[src/sv/bp2rgb_pkg.sv]
package bp2rgb_pkg;

    localparam int PIX_W      = 32;
    localparam int BYTE_W     = 8;
    localparam int PIX_BYTES  = 4;
    localparam int CH_N       = 3;
    localparam int COMP_W     = 8;
    localparam int BPP_W      = 3;
    localparam int OFF_W      = 5;
    localparam int LEN_W      = 6;
    localparam int IDX_W      = 3;
    localparam int CFG_DATA_W = 6;
    localparam int DIV_W      = PIX_W + COMP_W;
    localparam int DIV_STAGES = COMP_W;
    localparam int PIPE_DEPTH = 2 + DIV_STAGES;

    localparam logic [IDX_W-1:0] REG_BPP       = 3'd0;
    localparam logic [IDX_W-1:0] REG_RED_OFF   = 3'd1;
    localparam logic [IDX_W-1:0] REG_RED_LEN   = 3'd2;
    localparam logic [IDX_W-1:0] REG_GREEN_OFF = 3'd3;
    localparam logic [IDX_W-1:0] REG_GREEN_LEN = 3'd4;
    localparam logic [IDX_W-1:0] REG_BLUE_OFF  = 3'd5;
    localparam logic [IDX_W-1:0] REG_BLUE_LEN  = 3'd6;

    localparam int CH_RED   = 0;
    localparam int CH_GREEN = 1;
    localparam int CH_BLUE  = 2;

    typedef struct packed {
        logic [BPP_W-1:0]            byte_count;
        logic [CH_N-1:0][OFF_W-1:0]  offset;
        logic [CH_N-1:0][LEN_W-1:0]  length;
    } cfg_t;

    localparam cfg_t CFG_RESET = '{
        byte_count: 3'd4,
        offset:     {5'd0, 5'd8, 5'd16},
        length:     {6'd8, 6'd8, 6'd8}
    };

    typedef struct packed {
        logic             absent;
        logic [PIX_W-1:0] value;
        logic [PIX_W-1:0] mask;
    } field_t;

    typedef struct packed {
        logic              absent;
        logic [DIV_W-1:0]  rem;
        logic [DIV_W-1:0]  dvs;
        logic [COMP_W-1:0] quo;
    } div_t;

    typedef field_t [CH_N-1:0] field_vec_t;
    typedef div_t   [CH_N-1:0] div_vec_t;

endpackage

[src/sv/bp2rgb_div_stage.sv]
module bp2rgb_div_stage (
    input  logic                  clk,
    input  logic                  adv,
    input  bp2rgb_pkg::div_vec_t  div_in,
    output bp2rgb_pkg::div_vec_t  div_out
);
    import bp2rgb_pkg::*;

    div_vec_t div_reg;
    div_vec_t div_next;

    // one restoring step: one quotient bit per channel
    always_comb
    begin
        for (int c = 0; c < CH_N; c++)
        begin
            div_next[c].absent = div_in[c].absent;
            div_next[c].dvs    = div_in[c].dvs >> 1;
            if (div_in[c].rem >= div_in[c].dvs)
            begin
                div_next[c].rem = div_in[c].rem - div_in[c].dvs;
                div_next[c].quo = {div_in[c].quo[COMP_W-2:0], 1'b1};
            end
            else
            begin
                div_next[c].rem = div_in[c].rem;
                div_next[c].quo = {div_in[c].quo[COMP_W-2:0], 1'b0};
            end
        end
    end

    always_ff @(posedge clk)
    begin
        if (adv)
        begin
            div_reg <= div_next;
        end
    end

    assign div_out = div_reg;

endmodule

[config.mk]
export PLATFORM = sky130hd
export DESIGN_NAME = bp2rgb_div_stage
export DESIGN_NICKNAME = d
export VERILOG_FILES = /design/src/sv/bp2rgb_pkg.sv /design/src/sv/bp2rgb_div_stage.sv
export SDC_FILE = /design/constraint.sdc
export NUM_CORES = 1
export LEC_CHECK = 0
export ABC_AREA = 1
export BUFFER_PORTS_ARGS = -buffer_cell sky130_fd_sc_hd__buf_2
export CAP_MARGIN = 20
export CORE_MARGIN = 5
export CORE_UTILIZATION = 45
export DETAILED_ROUTE_END_ITERATION = 8
export GPL_TIMING_DRIVEN = 0
export MAX_ROUTING_LAYER = met4
export PLACE_DENSITY = 0.83
export SETUP_SLACK_MARGIN = 0.1
export SLEW_MARGIN = 40
export SYNTH_ARGS = -nofsm -noshare
export SYNTH_HDL_FRONTEND = slang
export SYNTH_SLANG_ARGS = --single-unit
[constraint.sdc]
create_clock -name clk -period 2 [get_ports clk]
set_input_delay 0.2 -clock clk [delete_from_list [all_inputs] [get_ports clk]]
set_output_delay 0.2 -clock clk [all_outputs]
set_load 0.02 [all_outputs]
==> impl_results.md <==
* Status: finished, final reports clean
* CTS sink count at around 260
* Setup crit start kind: input port
* Via count at 20870
* Seq/Total Area, Yosys at about two fifths
* GPL Wtd Cong at 1.029
* WS Path Type: input port to register
* Cell count after synthesis at 2767
* Synth warnings at 0
* Fmax at about 530 MHz
* Cell Area, Synth at about 20000 um2
* Setup TNS at 0 ns
* LEAKAGE at approximately 0.014 uW
* Maximum buffer depth of the clock tree at 3
* Most used cells in the layout excluding fill and tap cells: nand2_1, inv_1, buf_2
* CTS root buffer: clkbuf_16
* RSZ-0062 raised after global routing: yes
* Core area at ~43000 um2
* ANT nets after route at 0
* Iter 0 DRT Violations at 1828
* Worst slew pin tran at about 0.54 ns
* Port bufs at between 500 and 600
* Max reg flops at ~260
* Total GRT Usage at 30.24%
* Share of cells above drive strength 1 at a little over a fifth
* Max capacitance violation total at 0
* Critical path's most frequent cell: nand2_1
* Die Span Y at between 200 and 250 um
* WP data required at around 2.3 ns
* Hpwl dp at between 50 and 60 mm
* Slew HR at ~64%
* FF+latch count, synth at approximately 260
* Pin count of the biggest net entering global routing at between 80 and 90
* Antenna violations before repair at 16
* Max VDD drop at 642.0 uV
* Critical path fanouts, max at 10
* Ys flop type: edfxtp_1
* Hold/Removal Path Class: input port to register
* Crit share post-route at between 90% and 100%
* Area Growth Syn to Fin at 38.73%
* Avg Synthesized Cell Area at 7.065 um2
* Ranking of synthesized cells by area: edfxtp_1, nand2_1, inv_1
* Post-synth ARST share at 0%
* Final hold violation count at 0
* Commonest non-fill, non-tap cell in the layout: nand2_1
* # DRC at 0
* PD cells at roughly 710 nW/um2
* Die ar. at 47710 um2
* Leading area contributor after synthesis: edfxtp_1
* DR pass1 iterations at 5
* Die Width at between 200 and 250 um
* First-pass GRT wire length at 110.2 mm
* Distinct cells, synth at 29
* Final setup violation count at 0
* Cts bufs inserted at 30
* # rows at 76
* Pwr Total at between 15000 and 20000 uW
* Crit path max-delay family: simple AND/OR/NAND/NOR gates
* Final nets at between 3000 and 4000
* Reg clk slew, reported paths at 0.07 ns
* Critical-path cell list: buf_2, inv_1, ha_1, nand2_2, inv_1, nand2_1, nand2_1, a21oi_4, nand2_1, nand2_1, nand4_4, buf_6, buf_6, nand3_1, nand2_1
* Vias in the first global route at 20660
* Critical path arrival at 2.19 ns
* Period minus WS final at 1.873 ns
* CP max-delay cell: ha_1
* Final slew viol count at 0
* Worst path bufs/invs at 5
* EDFF count, synth at around 260
* H-tree depth at 1
* Grt ovf at 0
* Top cell type's share of synthesized area at approximately 41%
* Wire per inst at 17.88 um
* Critical Path Sink Type: register
* Via-per-instance ratio at approximately 5.0
* Max incr delay on CP at 0.35 ns
* Initial core utilization at a little under half
* CTS tree: done
* Drt total wl at roughly 75 mm
* IO Pins at 536
## layer usage
metal	GRT usage, %	up-vias	routed length (um)
met5	-	-	0
met3	4.391	194	5863
met4	11.93	0	3398
met1	35.33	9490	28640
met2	52.74	1003	36800
li1	-	10190	-
## cell type report
class / instances / area, um2
fill: 3703 / 15860
multi-input combinational: 1834 / 9786
sequential: 264 / 7928
timing repair buffer: 755 / 4937
inverter: 638 / 2432
clock buffer: 36 / 794.5
tap: 585 / 732.0
buffer: 31 / 245.2
clock inverter: 19 / 224.0
antenna: 16 / 40.04
## worst paths after layout
path                        start           end  cells past startpoint
worst max-delay path  div_in[209]  div_out[259]                     15
worst min-delay path   div_in[56]   div_out[56]                      3
## worst min-delay path: stages
cell and delay, ns:
buf_2 0.10, inv_1 0.04, o21ai_0 0.14
## cell families (layout without fill, tap and decap cells)
| logic type | count (synthesis) | after routing | share of synthesized area, % |
|---|---|---|---|
| buffers and inverters | 671 | 1479 | 13.29 |
| adders and majority gates | 123 | 123 | 7.988 |
| xor gates and xnor gates | 66 | 66 | 2.957 |
| AOI/OAI and AO/OA | 192 | 192 | 5.069 |
| other | 1 | 19 | 0.01918 |
| DFF | 264 | 264 | 40.56 |
| and+or+nand+nor | 1450 | 1450 | 30.12 |
## timing repair
| item | in CTS | in global routing |
|---|---|---|
| hold endpoints to repair | 229 | 0 |
| hold buffers | 202 | 0 |
| buffers inserted | 5 | 15 |
| cloned | 0 | 1 |
| setup endpoints to repair | 99 | 119 |
| resized for setup | 33 | 113 |
| pin swaps | 4 | 18 |
## through the flow
step / util, % / setup WS [ns] / hold slack (ns) / cell area [um2] / std cells
after floorplan: - / 0.02380 / 0.2989 / 19850 / 2769
after global placement: 54.03 / -2.950 / 0.3764 / 23220 / 3883
after detailed placement: 54.25 / -0.9041 / 0.3783 / 23320 / 3886
after CTS: 61.66 / 0.1054 / 0.0002066 / 26500 / 4147
after global routing: 63.09 / 0.04982 / 0.02165 / 27120 / 4178
final: 63.09 / 0.1269 / 0.008750 / 27120 / 4178
## cells in the mapped netlist (7+ instances only)
cell type and count:
nand2_1 1001, inv_1 636, edfxtp_1 264, nor2_1 218, nand3_1 128, ha_1 120, o21ai_0 90, a21oi_1 87
xor2_1 63, nand4_1 53, clkbuf_1 15, nor3_1 15, nand3b_1 12, and2_1 9, buf_6 7
## report_power, final
part           switching (uW)  internal [uW]  leakage [uW]  total, uW
clock                    2300           3460      0.000501       5760
combinational            4150           2260        0.0113       6410
sequential                161           6850       0.00258       7010
total                    6610          12600        0.0144      19200
(Power assumes the default switching activity.)
