--- config.mk ---
export PLATFORM = sky130hd
export DESIGN_NAME = bp2rgb_front
export DESIGN_NICKNAME = d
export VERILOG_FILES = /design/src/sv/bp2rgb_pkg.sv /design/src/sv/bp2rgb_front.sv
export SDC_FILE = /design/constraint.sdc
export NUM_CORES = 1
export LEC_CHECK = 0
export BUFFER_PORTS_ARGS = -buffer_cell sky130_fd_sc_hd__buf_2
export CORE_UTILIZATION = 55
export DETAILED_ROUTE_END_ITERATION = 8
export PLACE_DENSITY = 0.76
export SYNTH_ARGS = -nofsm -noshare
export SYNTH_HDL_FRONTEND = slang
export SYNTH_SLANG_ARGS = --single-unit
export TNS_END_PERCENT = 100
--- constraint.sdc ---
create_clock -name clk -period 4.6 [get_ports clk]
set_input_delay 0.69 -clock clk [delete_from_list [all_inputs] [get_ports clk]]
set_output_delay 0.69 -clock clk [all_outputs]
set_load 0.005 [all_outputs]
--- src/sv/bp2rgb_pkg.sv ---
package bp2rgb_pkg;

    localparam int PIX_W      = 32;
    localparam int BYTE_W     = 8;
    localparam int PIX_BYTES  = 4;
    localparam int CH_N       = 3;
    localparam int COMP_W     = 8;
    localparam int BPP_W      = 3;
    localparam int OFF_W      = 5;
    localparam int LEN_W      = 6;
    localparam int IDX_W      = 3;
    localparam int CFG_DATA_W = 6;
    localparam int DIV_W      = PIX_W + COMP_W;
    localparam int DIV_STAGES = COMP_W;
    localparam int PIPE_DEPTH = 2 + DIV_STAGES;

    localparam logic [IDX_W-1:0] REG_BPP       = 3'd0;
    localparam logic [IDX_W-1:0] REG_RED_OFF   = 3'd1;
    localparam logic [IDX_W-1:0] REG_RED_LEN   = 3'd2;
    localparam logic [IDX_W-1:0] REG_GREEN_OFF = 3'd3;
    localparam logic [IDX_W-1:0] REG_GREEN_LEN = 3'd4;
    localparam logic [IDX_W-1:0] REG_BLUE_OFF  = 3'd5;
    localparam logic [IDX_W-1:0] REG_BLUE_LEN  = 3'd6;

    localparam int CH_RED   = 0;
    localparam int CH_GREEN = 1;
    localparam int CH_BLUE  = 2;

    typedef struct packed {
        logic [BPP_W-1:0]            byte_count;
        logic [CH_N-1:0][OFF_W-1:0]  offset;
        logic [CH_N-1:0][LEN_W-1:0]  length;
    } cfg_t;

    localparam cfg_t CFG_RESET = '{
        byte_count: 3'd4,
        offset:     {5'd0, 5'd8, 5'd16},
        length:     {6'd8, 6'd8, 6'd8}
    };

    typedef struct packed {
        logic             absent;
        logic [PIX_W-1:0] value;
        logic [PIX_W-1:0] mask;
    } field_t;

    typedef struct packed {
        logic              absent;
        logic [DIV_W-1:0]  rem;
        logic [DIV_W-1:0]  dvs;
        logic [COMP_W-1:0] quo;
    } div_t;

    typedef field_t [CH_N-1:0] field_vec_t;
    typedef div_t   [CH_N-1:0] div_vec_t;

endpackage

--- src/sv/bp2rgb_front.sv ---
module bp2rgb_front (
    input  logic                          clk,
    input  logic                          adv,
    input  bp2rgb_pkg::cfg_t              regs,
    input  logic [bp2rgb_pkg::PIX_W-1:0]  pixel_bytes,
    output bp2rgb_pkg::div_vec_t          div_out
);
    import bp2rgb_pkg::*;

    localparam logic [LEN_W-1:0] LEN_MAX = LEN_W'(PIX_W);

    logic [PIX_W-1:0] kept;
    logic [LEN_W-1:0] len_clamped [CH_N];
    field_vec_t       field_reg;
    field_vec_t       field_next;
    div_vec_t         div_reg;
    div_vec_t         div_next;

    // drop bytes beyond the byte count, then cut out each field
    always_comb
    begin
        for (int b = 0; b < PIX_BYTES; b++)
        begin
            kept[b*BYTE_W +: BYTE_W] = (BPP_W'(b) < regs.byte_count) ?
                                       pixel_bytes[b*BYTE_W +: BYTE_W] : '0;
        end
        for (int c = 0; c < CH_N; c++)
        begin
            len_clamped[c] = (regs.length[c] > LEN_MAX) ? LEN_MAX : regs.length[c];
            field_next[c].absent = (regs.length[c] == '0);
            field_next[c].mask   = (len_clamped[c] == LEN_MAX) ? '1 :
                                   ((PIX_W'(1) << len_clamped[c]) - PIX_W'(1));
            field_next[c].value  = (kept >> regs.offset[c]) & field_next[c].mask;
        end
    end

    // form value*255 + mask/2 and the divisor aligned to the top quotient bit
    always_comb
    begin
        for (int c = 0; c < CH_N; c++)
        begin
            div_next[c].absent = field_reg[c].absent;
            div_next[c].rem    = (DIV_W'(field_reg[c].value) << COMP_W)
                                 - DIV_W'(field_reg[c].value)
                                 + DIV_W'(field_reg[c].mask >> 1);
            div_next[c].dvs    = DIV_W'(field_reg[c].mask) << (COMP_W - 1);
            div_next[c].quo    = '0;
        end
    end

    always_ff @(posedge clk)
    begin
        if (adv)
        begin
            field_reg <= field_next;
            div_reg   <= div_next;
        end
    end

    assign div_out = div_reg;

endmodule

==> results.yml, run 1 <==
floorplanning:
  rows: 83
  dieArea_mm2: 0.0530
  chipWidth_um: 230
  io-pin-count: 337
  coreArea_mm2: 0.0514
  initial_core_util_pct: 55.7
  fp.dieH_um: 230
synthesis:
  yosys_warnings: 0
  synth_cells: 2954
  ys_async_sr_fraction_pct: 0
  ys_ff_latch: 414
  yosysUniqueCellTypes: 77
  yosysSeqAreaShare_pct: 43.4
  synth_edf_count: 414
  yosys_most_used_dff: "edfxtp_1"
  syn_area_mm2: 0.0286
  synth_area_per_cell_um2: 9.70
worst_hold_path:
  hold_path.class: "reg2reg"
  hold_depth: 0
flow_run:
  max_cap_viol_count: 0
placement:
  pre_cts_slack_ns: 0.595
  port_buffers: 288
  dp_hpwl_mm: 59.3
  placed_cell_area_mm2: 0.0303
  gp_congestion: 0.975
  dp_cells: 3786
worst_setup_path:
  r2r_slack_ns: 0.53
  reg2regPathDepth: 14
  critPathKind: "reg2reg"
  crit_required_ns: 4.99
  cp-end-kind: "flip-flop"
  crit_arrival_ns: 4.46
  cp-start-kind: "flip-flop"
  critPathMaxFanout: 4
grt:
  antenna_found_initial: 3
  grt_pass1_vias: 20700
  grt_pass1_wl_mm: 117
  grt-ovfl-total: 0
  grt_max_degree: 103
  grt_util_all_layers_pct: 28.3
layout:
  syn2layout_area_growth_pct: 11.1
  final_area_mm2: 0.0318
  largest_register_ffs: 219
  n_fill_cell: 4326
  final_cells: 3870
  finalCoreUtilization_pct: 61.9
  finalNetCount: 3439
  multi_input_area_mm2: 0.0141
  seq_area_mm2: 0.0124
  drive_above_1_share_pct: 13.8
  final_common_cell: "edfxtp_1"
  final_cell_mix: "414 x edfxtp_1, 366 x inv_1, 287 x buf_2, 242 x nand2_1, 221 x o21ai_0"
clock_network:
  cts_buffer_depth: 3
  clk_pin_slew_ns: 0.06
  cts_tree: "built"
  post_cts_resized: 0
  ctsHoldBuffers: 0
  cts.sinks: 414
  htree_levels: 2
  clock_latency_ns: 0.58
  cts_buffers: 45
  cts-root-buf: "clkbuf_16"
  post_cts_buffers: 0
routing:
  drtIter0Drc: 2470
  totalWireLength_mm: 77.1
  drc: 0
  wire_per_inst_um: 19.9
  viasPerCell: 5.87
  num_vias: 22700
  firstDrtPassIters: 6
  ant_nets: 0
timing:
  slew_headroom_pct: 34.1
  setup_ws_ns: 0.525
  finalCritPeriodShare_pct: 88.6
  max_freq_mhz: 245
  fin_crit_ns: 4.07
  tns_ns: 0
  tightestPinTransition_ns: 0.988
  hold_violations: 0
  rsz0062_at_grt: "false"
  finClkSkew_ns: 0.0215
  drv_slew: 0
  setup_viol: 0
  holdWs_ns: 0.419
pwr:
  powerDensity_mw_per_mm2: 428
  peakVddDrop_v: 0.000315
  p_leak_nw: 13.9
  report.power.total_mw: 13.6
outcome:
  outcome: "complete, no violations"
## final timing paths
kind | from | end
min reg2reg | div_next[266] | div_out[266]
max reg2reg | field_reg[98] | div_out[174]
min | div_next[266] | div_out[266]
max | field_reg[98] | div_out[174]
## final cells by class
cell class	count	area share (%)
diodes	4	0.0315
clock buffers	53	3.77
clock inverters	27	0.810
inverters	372	4.39
multi-input cells	2018	44.2
flip-flops and latches	414	39.1
well taps	680	2.67
repair buffers	302	5.05
## cell usage after synthesis, drive strengths merged (13+ instances only)
| master | count | area, µm² |
|---|---|---|
| xnor2 | 77 | 674 |
| nor2b | 19 | 119 |
| nor3b | 28 | 210 |
| o211ai | 23 | 173 |
| a211oi | 50 | 385 |
| inv | 368 | 1380 |
| o21bai | 17 | 128 |
| nor2 | 219 | 822 |
| nand2 | 242 | 908 |
| and3 | 24 | 150 |
| nor3 | 45 | 225 |
| xor2 | 33 | 289 |
| a21o | 63 | 473 |
| edfxtp | 414 | 12400 |
| a21oi | 214 | 1090 |
| a31oi | 35 | 234 |
| buf | 75 | 475 |
| nand3 | 67 | 335 |
| fa | 72 | 1440 |
| clkbuf | 122 | 458 |
| mux2i | 110 | 1100 |
| o21ai | 226 | 1130 |
| nand2b | 22 | 138 |
| nand4 | 18 | 113 |
| o21a | 20 | 150 |
| or2 | 13 | 81.3 |
| mux2 | 30 | 338 |
| and2 | 35 | 219 |
| ha | 144 | 1800 |
## critical path: stages, from the launching register on
cell	delay, ns
edfxtp_1	0.37
inv_1	0.11
ha_1	0.24
ha_1	0.24
fa_1	0.47
a21o_1	0.18
a21oi_2	0.22
o211ai_1	0.14
a31oi_1	0.51
nor3_1	0.19
o31ai_2	0.30
a21oi_1	0.18
and2_1	0.23
o21a_1	0.22
o311ai_1	0.28
## logic make-up after synthesis
group	after synthesis	share of synthesized area, %
buffers and inverters	569	8.13
and+or+nand+nor	767	12.5
xor gates and xnor gates	110	3.36
AOI/OAI and AO/OA	731	15.8
adders and majority gates	216	11.3
DFF	414	43.4
other	1	0.0131
muxes	146	5.49
## layer usage
layer / share of wire [%] / global-route usage [%] / up-vias
met3: 7.4 / 3.75 / 123
li1: - / - / 10700
met5: 0 / 0 / -
met4: 2.2 / 6.35 / 0
met1: 45 / 41.8 / 10900
met2: 46 / 44.2 / 1000
## power breakdown
part	internal [mW]	leakage, nW	total (mW)	switching [mW]
registers	5.01	4.05	5.27	0.259
clock network	2.09	0.700	3.60	1.51
logic	1.94	9.11	4.74	2.81
Power figures use the tool's default switching activity.
==> run 2, diff against run 1 <==
--- a/config.mk
+++ b/config.mk
@@ -8,7 +8,8 @@
 export BUFFER_PORTS_ARGS = -buffer_cell sky130_fd_sc_hd__buf_2
 export CORE_UTILIZATION = 55
 export DETAILED_ROUTE_END_ITERATION = 8
-export PLACE_DENSITY = 0.76
+export PLACE_DENSITY = 0.75
+export RECOVER_POWER = 25
 export SYNTH_ARGS = -nofsm -noshare
 export SYNTH_HDL_FRONTEND = slang
 export SYNTH_SLANG_ARGS = --single-unit
==> run 2 against run 1 <==
Compared with the run above:
- the run now ends with capacitance limit, slew limit left
- clock skew is 0.0093 ns lower
- register-to-register slack got worse by 0.15 ns
- sequential share of layout area about the same
- combinational power is essentially flat
- core utilization hardly changed
- via count is 0.84% lower
- sequential power barely moved
- highest routed layer unchanged
- total power increased by 0.43%
- critical path type unchanged
- design area hardly changed
- hold slack worse by 0.0015 ns
- largest power group unchanged
==> results.yml, run 2 (synthesized netlist as in run 1, its figures left out) <==
layout:
  syn2layout_area_growth_pct: 11.1
  final_cell_mix: "414 x edfxtp_1, 366 x inv_1, 283 x buf_2, 242 x nand2_1, 221 x o21ai_0"
  largest_register_ffs: 219
  drive_above_1_share_pct: 13.6
  final_area_mm2: 0.0318
  final_common_cell: "edfxtp_1"
  finalNetCount: 3445
timing:
  finClkSkew_ns: 0.0122
  setup_viol: 0
  tightestPinTransition_ns: 2.37
  slew_headroom_pct: -57.9
  finalCritPeriodShare_pct: 91.9
  fin_crit_ns: 4.23
  max_freq_mhz: 237
  hold_violations: 0
  drv_slew: 91
  rsz0062_at_grt: "false"
  tns_ns: 0
clock_network:
  post_cts_buffers: 0
  cts_tree: "built"
  cts_buffers: 45
  post_cts_resized: 0
  cts_buffer_depth: 3
  ctsHoldBuffers: 0
  clock_latency_ns: 0.58
  clk_pin_slew_ns: 0.06
  htree_levels: 2
  cts.sinks: 414
  cts-root-buf: "clkbuf_16"
grt:
  grtUsageMet2_pct: 45.6
  grt-ovfl-total: 0
  grt_util_all_layers_pct: 28.5
  grt_pass1_vias: 21000
  antenna_found_initial: 6
  grt_use_met3_pct: 3.78
  grt_pass1_wl_mm: 118
  use_met1_pct: 40.8
  busiest_layer: "met2"
  grt_max_degree: 109
routing:
  viasPerCell: 5.80
  num_vias: 22500
  drc: 0
  wire_per_inst_um: 20.0
  firstDrtPassIters: 6
  totalWireLength_mm: 77.6
  ant_nets: 0
  drtIter0Drc: 2039
floorplanning:
  coreArea_mm2: 0.0514
  initial_core_util_pct: 55.7
  fp.dieH_um: 230
  io-pin-count: 337
  rows: 83
  chipWidth_um: 230
  dieArea_mm2: 0.0530
worst_setup_path:
  regToRegEndpoint: "div_out[174]"
  crit_arrival_ns: 4.60
  critPathMaxFanout: 4
  worstReg2RegStart: "div_next[106]"
  crit_required_ns: 4.97
  r2r_slack_ns: 0.37
  reg2regPathDepth: 13
  critPathKind: "reg2reg"
  cp-start-kind: "flip-flop"
  cp-end-kind: "flip-flop"
worst_hold_path:
  hold_depth: 0
  min-delay-start: "div_next[193]"
  hold_end: "div_out[193]"
  hold_path.class: "reg2reg"
placement:
  dp_hpwl_mm: 60.0
  port_buffers: 288
  placed_cell_area_mm2: 0.0304
  gp_congestion: 0.984
pwr:
  peakVddDrop_v: 0.000294
  p_leak_nw: 13.8
  powerDensity_mw_per_mm2: 429
flow_run:
  max_cap_viol_count: 1
outcome:
  outcome: "finished with violations"
  violations: "capacitance limit, slew limit"
-- run 2: worst max-delay path, cell delays in order, from the launching register on --
cell	delay [ns]
edfxtp_1	0.40
ha_1	0.30
ha_1	0.23
fa_1	0.47
a21o_1	0.19
a21oi_2	0.25
o211ai_1	0.16
a31oi_1	0.56
nor3_1	0.20
o31ai_2	0.29
a21oi_1	0.19
and2_1	0.23
o21a_1	0.22
o311ai_1	0.33
-- run 2: metal layers --
metal	share of wire, %	vias up
li1	-	10700
met1	44	10700
met2	46	937
met3	6.9	114
met4	2.4	0
met5	0	-
-- run 2: report_power, final --
part           switching [mW]  internal, mW  leakage [nW]
clock network            1.50          2.15         0.708
registers               0.251          5.01          4.05
logic                    2.82          1.93          9.10
-- run 2: worst max path at each step --
| stage | to | start | slack [ns] |
|---|---|---|---|
| floorplan | field_reg[123] | regs[10] | 1.25 |
| finish | div_out[174] | div_next[106] | 0.37 |
| CTS | div_out[174] | field_reg[98] | 0.46 |
| global route | div_out[84] | field_reg[41] | 0.23 |
| global placement | div_out[174] | field_reg[98] | 0.69 |
| detailed placement | div_out[84] | field_reg[43] | 0.60 |
-- run 2: area by class of cell --
| type | instances | area, µm² |
|---|---|---|
| clock buffer | 56 | 1210 |
| tap | 680 | 851 |
| multi-input combinational | 2018 | 14100 |
| clock inverter | 27 | 269 |
| sequential | 414 | 12400 |
| fill | 4316 | 19600 |
| timing repair buffer | 308 | 1590 |
| inverter | 372 | 1400 |
| antenna | 7 | 17.5 |
-- run 2: stage by stage --
| step | hold WS, ns | total power, mW | setup WS (ns) | cells | utilization [%] |
|---|---|---|---|---|---|
| after floorplan | 0.400 | 8.51 | 1.25 | 3001 | - |
| after global placement | 0.405 | 9.91 | 0.689 | 3792 | 59.1 |
| after global routing | 0.423 | 14.4 | 0.230 | 3880 | 61.9 |
| after detailed placement | 0.406 | 10.0 | 0.605 | 3792 | 59.1 |
| after CTS | 0.413 | 13.7 | 0.461 | 3875 | 61.9 |
| final | 0.418 | 13.7 | 0.375 | 3882 | 61.9 |
