[src/sv/bp2rgb_pkg.sv]
package bp2rgb_pkg;

    localparam int PIX_W      = 32;
    localparam int BYTE_W     = 8;
    localparam int PIX_BYTES  = 4;
    localparam int CH_N       = 3;
    localparam int COMP_W     = 8;
    localparam int BPP_W      = 3;
    localparam int OFF_W      = 5;
    localparam int LEN_W      = 6;
    localparam int IDX_W      = 3;
    localparam int CFG_DATA_W = 6;
    localparam int DIV_W      = PIX_W + COMP_W;
    localparam int DIV_STAGES = COMP_W;
    localparam int PIPE_DEPTH = 2 + DIV_STAGES;

    localparam logic [IDX_W-1:0] REG_BPP       = 3'd0;
    localparam logic [IDX_W-1:0] REG_RED_OFF   = 3'd1;
    localparam logic [IDX_W-1:0] REG_RED_LEN   = 3'd2;
    localparam logic [IDX_W-1:0] REG_GREEN_OFF = 3'd3;
    localparam logic [IDX_W-1:0] REG_GREEN_LEN = 3'd4;
    localparam logic [IDX_W-1:0] REG_BLUE_OFF  = 3'd5;
    localparam logic [IDX_W-1:0] REG_BLUE_LEN  = 3'd6;

    localparam int CH_RED   = 0;
    localparam int CH_GREEN = 1;
    localparam int CH_BLUE  = 2;

    typedef struct packed {
        logic [BPP_W-1:0]            byte_count;
        logic [CH_N-1:0][OFF_W-1:0]  offset;
        logic [CH_N-1:0][LEN_W-1:0]  length;
    } cfg_t;

    localparam cfg_t CFG_RESET = '{
        byte_count: 3'd4,
        offset:     {5'd0, 5'd8, 5'd16},
        length:     {6'd8, 6'd8, 6'd8}
    };

    typedef struct packed {
        logic             absent;
        logic [PIX_W-1:0] value;
        logic [PIX_W-1:0] mask;
    } field_t;

    typedef struct packed {
        logic              absent;
        logic [DIV_W-1:0]  rem;
        logic [DIV_W-1:0]  dvs;
        logic [COMP_W-1:0] quo;
    } div_t;

    typedef field_t [CH_N-1:0] field_vec_t;
    typedef div_t   [CH_N-1:0] div_vec_t;

endpackage

[src/sv/bp2rgb_intf.sv]


interface bp2rgb_cfg_if;
    import bp2rgb_pkg::*;

    logic                  valid;
    logic                  ready;
    logic [IDX_W-1:0]      index;
    logic [CFG_DATA_W-1:0] data;

    modport source (output valid, output index, output data, input ready);
    modport sink   (input valid, input index, input data, output ready);
endinterface

[src/sv/bp2rgb_cfg_regs.sv]
module bp2rgb_cfg_regs (
    input  logic              clk,
    input  logic              rst_n,
    bp2rgb_cfg_if.sink        cfg,
    output bp2rgb_pkg::cfg_t  regs
);
    import bp2rgb_pkg::*;

    cfg_t regs_reg;
    cfg_t regs_next;

    assign cfg.ready = 1'b1;
    assign regs      = regs_reg;

    always_comb
    begin
        regs_next = regs_reg;
        if (cfg.valid && cfg.ready)
        begin
            unique case (cfg.index)
                REG_BPP:       regs_next.byte_count       = cfg.data[BPP_W-1:0];
                REG_RED_OFF:   regs_next.offset[CH_RED]   = cfg.data[OFF_W-1:0];
                REG_RED_LEN:   regs_next.length[CH_RED]   = cfg.data[LEN_W-1:0];
                REG_GREEN_OFF: regs_next.offset[CH_GREEN] = cfg.data[OFF_W-1:0];
                REG_GREEN_LEN: regs_next.length[CH_GREEN] = cfg.data[LEN_W-1:0];
                REG_BLUE_OFF:  regs_next.offset[CH_BLUE]  = cfg.data[OFF_W-1:0];
                REG_BLUE_LEN:  regs_next.length[CH_BLUE]  = cfg.data[LEN_W-1:0];
                default:       regs_next = regs_reg;
            endcase
        end
    end

    always_ff @(posedge clk or negedge rst_n)
    begin
        if (!rst_n)
        begin
            regs_reg <= CFG_RESET;
        end
        else
        begin
            regs_reg <= regs_next;
        end
    end

endmodule

[src/flat_wrapper.sv]
// flat-port wrapper written by rule: the top's interface ports become plain ports
module bp2rgb_cfg_regs_flat import bp2rgb_pkg::*;
  (clk, rst_n, regs, cfg_valid, cfg_index, cfg_data, cfg_ready);
  bp2rgb_cfg_if cfg_i ();
  input  logic clk;
  input  logic rst_n;
  output bp2rgb_pkg::cfg_t regs;
  input wire logic [$bits(cfg_i.valid)-1:0] cfg_valid;
  input wire logic [$bits(cfg_i.index)-1:0] cfg_index;
  input wire logic [$bits(cfg_i.data)-1:0] cfg_data;
  output wire logic [$bits(cfg_i.ready)-1:0] cfg_ready;
  assign cfg_i.valid = cfg_valid;
  assign cfg_i.index = cfg_index;
  assign cfg_i.data = cfg_data;
  assign cfg_ready = cfg_i.ready;
  bp2rgb_cfg_regs u_core (.clk(clk), .rst_n(rst_n), .cfg(cfg_i), .regs(regs));
endmodule
[config.mk]
export PLATFORM = sky130hd
export DESIGN_NAME = bp2rgb_cfg_regs_flat
export DESIGN_NICKNAME = d
export VERILOG_FILES = /design/src/sv/bp2rgb_pkg.sv /design/src/sv/bp2rgb_intf.sv /design/src/sv/bp2rgb_cfg_regs.sv /design/src/flat_wrapper.sv
export SDC_FILE = /design/constraint.sdc
export NUM_CORES = 1
export LEC_CHECK = 0
export ABC_AREA = 0
export ABC_CLOCK_PERIOD_IN_PS = 800
export BUFFER_PORTS_ARGS = -buffer_cell sky130_fd_sc_hd__buf_2
export CAP_MARGIN = 20
export CORE_AREA = 4 4 60 62
export DETAILED_ROUTE_END_ITERATION = 10
export DIE_AREA = 0 0 64 66
export PLACE_DENSITY = 0.74
export REMOVE_ABC_BUFFERS = 1
export SLEW_MARGIN = 5
export SYNTH_ARGS = -nofsm -noshare
export SYNTH_HDL_FRONTEND = slang
export SYNTH_SLANG_ARGS = --single-unit
[constraint.sdc]
create_clock -name clk -period 0.8 [get_ports clk]
set_input_delay 0.12 -clock clk [delete_from_list [all_inputs] [get_ports clk]]
set_output_delay 0.12 -clock clk [all_outputs]
set_load 0.05 [all_outputs]
==> run summary, run 1 <==
In the final routed layout, each cell accounts on average for 16.1 µm. The sequential-to-total area share from yosys stat was 64.4%; the critical path buffer and inverter count was 1. For the number of cells produced by synthesis, the log shows 83. The repair_antennas step left the layout with diodes totalling 0.

The via count of the first global-routing pass is 1043, and the post-synthesis register bit count is 36. During placement, the flow inserted port buffers numbering 47. The tool flagged a number of max-cap violations equal to 0. The largest total area in the synthesized netlist belongs to dfrtp_1.

The run gives 46.6% as the effective utilization at floorplan. For the max-slew violation count, the log shows 0. Leaving out fill and tap cells, the most frequent cell in the layout is buf_6.

Data on the critical path is required at its endpoint by 0.68 ns. The cell area that synthesis handed to floorplanning was 1410 µm². The number of vias after detailed routing is 967. For this design the static power due to leakage is 1.05 nW.

The run gives 0 as the number of antenna violations at the first check in global routing. The cell family with the largest share of critical-path delay is flip-flops. The routed metal-1 wirelength was 1260 µm; the area of the core region was 3030 µm².

The tools report the routability congestion estimate as 0.732. Wire segments on met2 add up to 1630 µm in the final route. In the layout the commonest cells are 37 x buf_6, 30 x dfrtp_1, 18 x mux2_2. The worst setup path is launched from a register. Setup repair after global routing could not meet its margin everywhere. The total overflow left after global routing is 0. The number of different library cells used by synthesis comes to 12. After legalization and detailed placement, the total HPWL measured 2090 µm. The overall routed net length is 3120 µm. The logs give 1.05 ns for the data arrival time at the worst-slack endpoint and -0.374 ns for the setup slack of the critical path after layout.

In the routed design, unresolved DRC markers number 0. The largest single stage delay on the critical path is 0.57 ns. The min-delay analysis places its worst path in the category input pin to register. The tools report the iteration count of the initial detailed-routing pass as 4.

The worst-case vdd ir drop was 1.62 mV; the H-tree depth was 2. After detailed routing, the number of vias per cell comes to 4.98. Of the available clock period, the critical path in the final layout requires 147%.

Global routing used 16.5% of the available tracks across all layers. After clock tree synthesis, the clock-pin slew on the worst setup and hold paths is 0.11 ns. Entering global routing, the biggest net connects 37 pins. The first global-routing pass estimated 5120 µm of wire.

The run gives 0.32 ns as the latest clock arrival within the worst-skew pair. For this run, the number of Yosys warnings is 0. The checks that failed: setup timing.

The slowest stage of the critical path is the dfstp_2 cell. Relative to the synthesized area, the layout overhead comes to 58.0%. The highest layer touched by signal routing is met4.

The final setup violation count was 44; the fmax was 0.852 GHz. Counting tap cells, the placed design contains a total of 179 instances. The worst setup path is captured at an output pin.

The area of the die came out at 4220 µm². The initialized floorplan defines 20 standard-cell rows. Detailed routing placed a total of 191 µm of wire on met3.

At the placement stage, the worst setup path has a slack of -0.414 ns. The worst-case clock skew was 0 ns. The signal on the critical path passes through buf_8. The top fanout value on the critical path was 2. The TritonCTS sink count is 36. The share of synthesized area in the top cell type comes to 53.2%. The die is 66 µm tall.

The run gives 0 as the count of endpoints failing hold in the final timing report. Power spread over the standard cell area amounts to 3010 nW/µm². The die is 64 µm wide. The first-iteration detailed-routing DRC count is 38, and the per-instance average area after synthesis is 17.0 µm².

Ranked by total cell area, the synthesized netlist is headed by dfrtp_1 53%, mux2_2 24%, dfstp_2 11%. Of the cells placed in the final design, the portion with a size suffix greater than 1 is 74.0%. TritonCTS built the clock tree. The remaining number of nets flagged by the antenna check after routing is 0. In this run, CTS created clock tree buffers numbering 5. Minimum period implied by the final worst setup slack: 1.17 ns.

The finished layout holds 194 standard cells, fillers aside. Buffer type at the clock tree root: clkbuf_4. The flow ran to the end, but the final reports show violations.

The critical path is of the register to output pin type. The register with the most flip-flops in the layout has 36 of them. The final net count was 161. Pin placement for this block handled 49 I/O pins.

The clock passes through at most 2 buffers.
cells in the mapped netlist:
library cell / instances
nand4b_1: 3
dfstp_2: 6
buf_4: 1
mux2_2: 30
buf_2: 2
mux2_1: 6
and4bb_1: 1
and4bb_2: 1
conb_1: 1
nor4b_2: 1
dfrtp_1: 30
nor4bb_1: 1
what timing repair did:
item,CTS,global route
endpoints found under the setup margin,47,56
endpoints found under the hold margin,36,0
gates resized for setup,93,18
setup buffers,1,5
pin swaps,1,1
cloned,0,0
hold buffers,1,0
layer usage:
layer | up-vias | global-route usage, %
li1 | 438 | -
met3 | 7 | 6.12
met5 | - | 0
met2 | 33 | 27.9
met4 | 0 | 4.85
met1 | 489 | 19.5
where the power goes:
group,internal [mW],total (mW),switching (mW),leakage [nW]
sequential,2.27,2.58,0.309,0.423
clock,0.342,0.886,0.544,0.0293
combinational,1.38,3.25,1.87,0.598
through the flow:
step                TNS (ns)  utilization (%)  power, mW  hold slack [ns]  instance area, µm²
detailed placement    -12.77             58.0       4.95           0.0934                1760
floorplan              -8.80                -       4.31           -0.176                1390
global route          -11.14             73.6       7.02           0.0550                2230
finish                 -9.00             73.6       6.72           0.0551                2230
CTS                    -9.24             70.0       6.60           0.0144                2120
global placement      -12.00             58.0       4.90           0.0906                1760
cell families (layout without fill, tap and decap cells):
family                 after synthesis  in the layout  share of synthesized area, %
buffers and inverters                3             70                          1.24
flip-flops                          36             36                          64.4
multiplexers                        36             36                          28.7
other                                1              1                         0.266
AND/OR/NAND/NOR                      7              7                          5.41
final timing paths:
kind / startpoint / to / slack, ns / cells past startpoint
worst max-delay path: u_core.regs[35]$_DFFE_PN1P_ / regs[35] / -0.37 / 1
worst min-delay path: cfg_data[5] / u_core.regs[11]$_DFFE_PN0P_ / 0.06 / 2
worst max register to register: u_core.regs[5]$_DFFE_PN0P_ / u_core.regs[5]$_DFFE_PN0P_ / -0.09 / 2
worst min register to register: u_core.regs[14]$_DFFE_PN0P_ / u_core.regs[14]$_DFFE_PN0P_ / 0.53 / 1
max in group asynchronous: rst_n / u_core.regs[22]$_DFFE_PN1P_ / 0.28 / 3
min in group asynchronous: rst_n / u_core.regs[33]$_DFFE_PN0P_ / 0.27 / 3
final cells by class:
| class | instances | area, µm² |
|---|---|---|
| multi-input combinational | 44 | 562 |
| clock buffer | 7 | 45.0 |
| sequential | 36 | 908 |
| clock inverter | 1 | 5.00 |
| tap | 44 | 55.1 |
| fill | 209 | 798 |
| timing repair buffer | 62 | 654 |
Power figures use the tool's default switching activity.
==> run 2: changes to the inputs <==
--- a/config.mk
+++ b/config.mk
@@ -7,7 +7,7 @@
 export LEC_CHECK = 0
 export ABC_AREA = 0
 export ABC_CLOCK_PERIOD_IN_PS = 800
-export BUFFER_PORTS_ARGS = -buffer_cell sky130_fd_sc_hd__buf_2
+export BUFFER_PORTS_ARGS = -buffer_cell sky130_fd_sc_hd__buf_4
 export CAP_MARGIN = 20
 export CORE_AREA = 4 4 60 62
 export DETAILED_ROUTE_END_ITERATION = 10
==> constraint.sdc (replaced) <==
create_clock -name clk -period 0.8 [get_ports clk]
set_input_delay 0.08 -clock clk [delete_from_list [all_inputs] [get_ports clk]]
set_output_delay 0.08 -clock clk [all_outputs]
set_load 0.05 [all_outputs]
==> run summary, run 2 (synthesis gave the netlist of run 1 again) <==
The ratio of cells with drive above 1 in the final layout works out to 73.8% (-0.17 points). The pin count of the biggest net entering global routing is 37 (unchanged), and the area of the die is 4220 µm² (unchanged). The routability congestion estimate was 0.682 (-6.8%); the critical path buffer and inverter count was 1 (unchanged). The mean number of vias per cell was 4.98 (-0.11%); the largest incremental delay on the critical path was 0.57 ns (about the same). The clock slew seen by the registers of the worst setup and hold paths was 0.11 ns (about the same). The area of the core region is 3030 µm² (unchanged), and the number of placement rows is 20 (unchanged). Final setup violation count: 41 (-6.8%).

The overall routing resource usage is 15.8% (-0.63 points). The root buffer cell chosen for the clock tree is clkbuf_4. Among cell families on the critical path, the largest total delay comes from flip-flops. The placed cell count is 177 (-1.1%), and the H-tree depth is 2 (unchanged). The tools report the setup slack of the critical path after layout as -0.337 ns (+0.0367 ns).

The critical path in this run is classified as register to output pin. The total power density per cell area was 3090 nW/µm² (+2.5%). The final reports fail on setup timing. The largest buffer count on any clock path is 2 (unchanged), and the fill cell instance count of the final layout is 209 (unchanged). The minimum period implied by the final worst setup slack works out to 1.14 ns (-0.0367 ns). The HPWL after detailed placement came out at 2100 µm (+0.39%). The most critical setup path has its startpoint at u_core.regs[3]$_DFFE_PN1P_. For the fmax, the log shows 0.880 GHz (+3.2%). The area growth from synthesis to layout is 56.2%. The endpoint required time on the critical path was 0.72 ns (+0.04 ns). The via count of the first global-routing pass was 1034 (-0.86%); the count of buffers from port buffering was 47 (unchanged). The run gives 0.33 ns (about the same) as the latest clock arrival within the worst-skew pair. Setup repair after global routing could not meet its margin everywhere. The logs give 961 (-0.62%) for the number of vias after detailed routing and 193 (-0.52%) for the final cell count without fillers. The worst-case vdd ir drop was 1.64 mV (+1.2%).

The flip-flop count of the largest register, all copies and words added came out at 36 (unchanged). The tools report the leftover overflow at the end of global routing as 0 (unchanged). Overall routed net length: 3010 µm (-3.5%). The signal on the critical path passes through buf_8. The overall die height is 66 µm (unchanged). The run finished, with violations left.

The library cell used most frequently in the layout, excluding fill and tap cells, is buf_6. In this run the critical register-to-register path is launched from u_core.regs[10]$_DFFE_PN0P_. The logs give 72.8% (-0.83 points) for the end-of-flow core utilization and 0 (unchanged) for the count of endpoints failing hold in the final timing report. The final antenna diode count came out at 0 (unchanged). The startpoint identified for the worst hold timing path is cfg_data[4].

The worst-case clock skew is 0 ns (unchanged), and the worst hold slack is 0.0187 ns (-0.0364 ns). The run gives 5000 µm (-2.4%) as the first-pass GRT wire length. The TritonCTS sink count was 36 (unchanged); the number of clock buffers inserted by TritonCTS was 5 (unchanged).

The class of the worst hold path was input pin to register. The run gives 1850 µm² (+5.1%) as the post-placement cell area. The width of the chip was 64 µm (unchanged); the area of the multi-input gates was 537 µm² (-4.5%). The number of max-cap violations was 0 (unchanged).

The data arrival time at the worst-slack endpoint is 1.06 ns (about the same), and the top fanout value on the critical path is 2 (unchanged). Power after layout: 6.80 mW (+1.3%). The library cells used most frequently in the layout, excluding fill and tap cells, are 35 x buf_6, 30 x dfrtp_1, 23 x mux2_2. The max-slew violation count came out at 0 (unchanged). The run gives 46.6% (unchanged) as the effective utilization at floorplan. STA classifies the critical path startpoint as a register.

The iteration count of the initial detailed-routing pass came out at 2 (-2). Number of antenna violations at the first check in global routing: 0 (unchanged). Cell with the largest stage delay on the worst path: dfstp_2. The final worst-path cycle share is 142% (-4.6 points), and the static power due to leakage is 1.01 nW (-3.5%). Detailed-route wire length per cell: 15.6 µm (-3.0%).

The cell area after layout was 2200 µm² (-1.1%); the remaining number of nets flagged by the antenna check after routing was 0 (unchanged). Endpoint kind of the worst setup timing path: an output pin. The number of placed I/O pins came out at 49 (unchanged). The logs give 0 (unchanged) for the count of unresolved DRC violations after routing and 160 (-0.62%) for the final net count. TritonCTS built the clock tree. The first-iteration detailed-routing DRC count is 29 (-24%).

Storage element area: 908 µm² (unchanged).
run 2: cell count changes in the layout (fill, tap and decap cells not counted), moves of 2 or more:
cell / change
buf_4: +8
buf_2: -7
dlygate4sd3_1: +2
buf_6: -2
mux2_2: +5
mux2_4: -5
run 2: repair_timing:
| action | 4_1_cts | 5_1_grt |
|---|---|---|
| hold buffers | 3 | 0 |
| gates resized for setup | 48 | 13 |
| buffers inserted | 5 | 0 |
| pin swaps | 0 | 1 |
| endpoints found under the hold margin | 41 | 0 |
| setup endpoints to repair | 38 | 54 |
run 2: stage by stage:
step	TNS, ns	setup WS, ns
2_1_floorplan	-8.53	-0.526
3_3_place_gp	-9.87	-0.333
3_5_place_dp	-10.24	-0.346
4_1_cts	-8.56	-0.349
5_1_grt	-9.77	-0.384
6_report	-7.90	-0.337
run 2: final timing paths:
check                                               to  depth (start not counted)  slack [ns]
setup / recovery                               regs[3]                          1       -0.34
hold / removal              u_core.regs[4]$_DFFE_PN0P_                          2        0.02
setup reg to reg           u_core.regs[10]$_DFFE_PN0P_                          2       -0.12
hold reg to reg            u_core.regs[27]$_DFFE_PN0P_                          1        0.54
max in group asynchronous  u_core.regs[35]$_DFFE_PN1P_                          2        0.24
min in group asynchronous  u_core.regs[17]$_DFFE_PN0P_                          2        0.21
run 2: layout make-up:
class | count | area share [%]
clock buffers | 7 | 2.50
clock inverters | 1 | 0.341
multi-input cells | 44 | 24.3
well taps | 44 | 2.50
repair buffers | 61 | 29.1
flip-flops and latches | 36 | 41.2
run 2: report_power, final:
group | internal (mW) | switching, mW | total, mW
logic | 1.35 | 1.86 | 3.21
clock network | 0.430 | 0.580 | 1.01
registers | 2.27 | 0.314 | 2.59
run 2: layer usage:
layer | global-route usage (%) | part of all wire, % | vias up | wire length, µm
met5 | 0 | 0 | - | 0
met4 | 6.47 | 1.6 | 0 | 49
met3 | 5.78 | 6.7 | 6 | 202
met2 | 25.7 | 49 | 33 | 1490
met1 | 19.1 | 42 | 493 | 1270
li1 | - | - | 429 | -
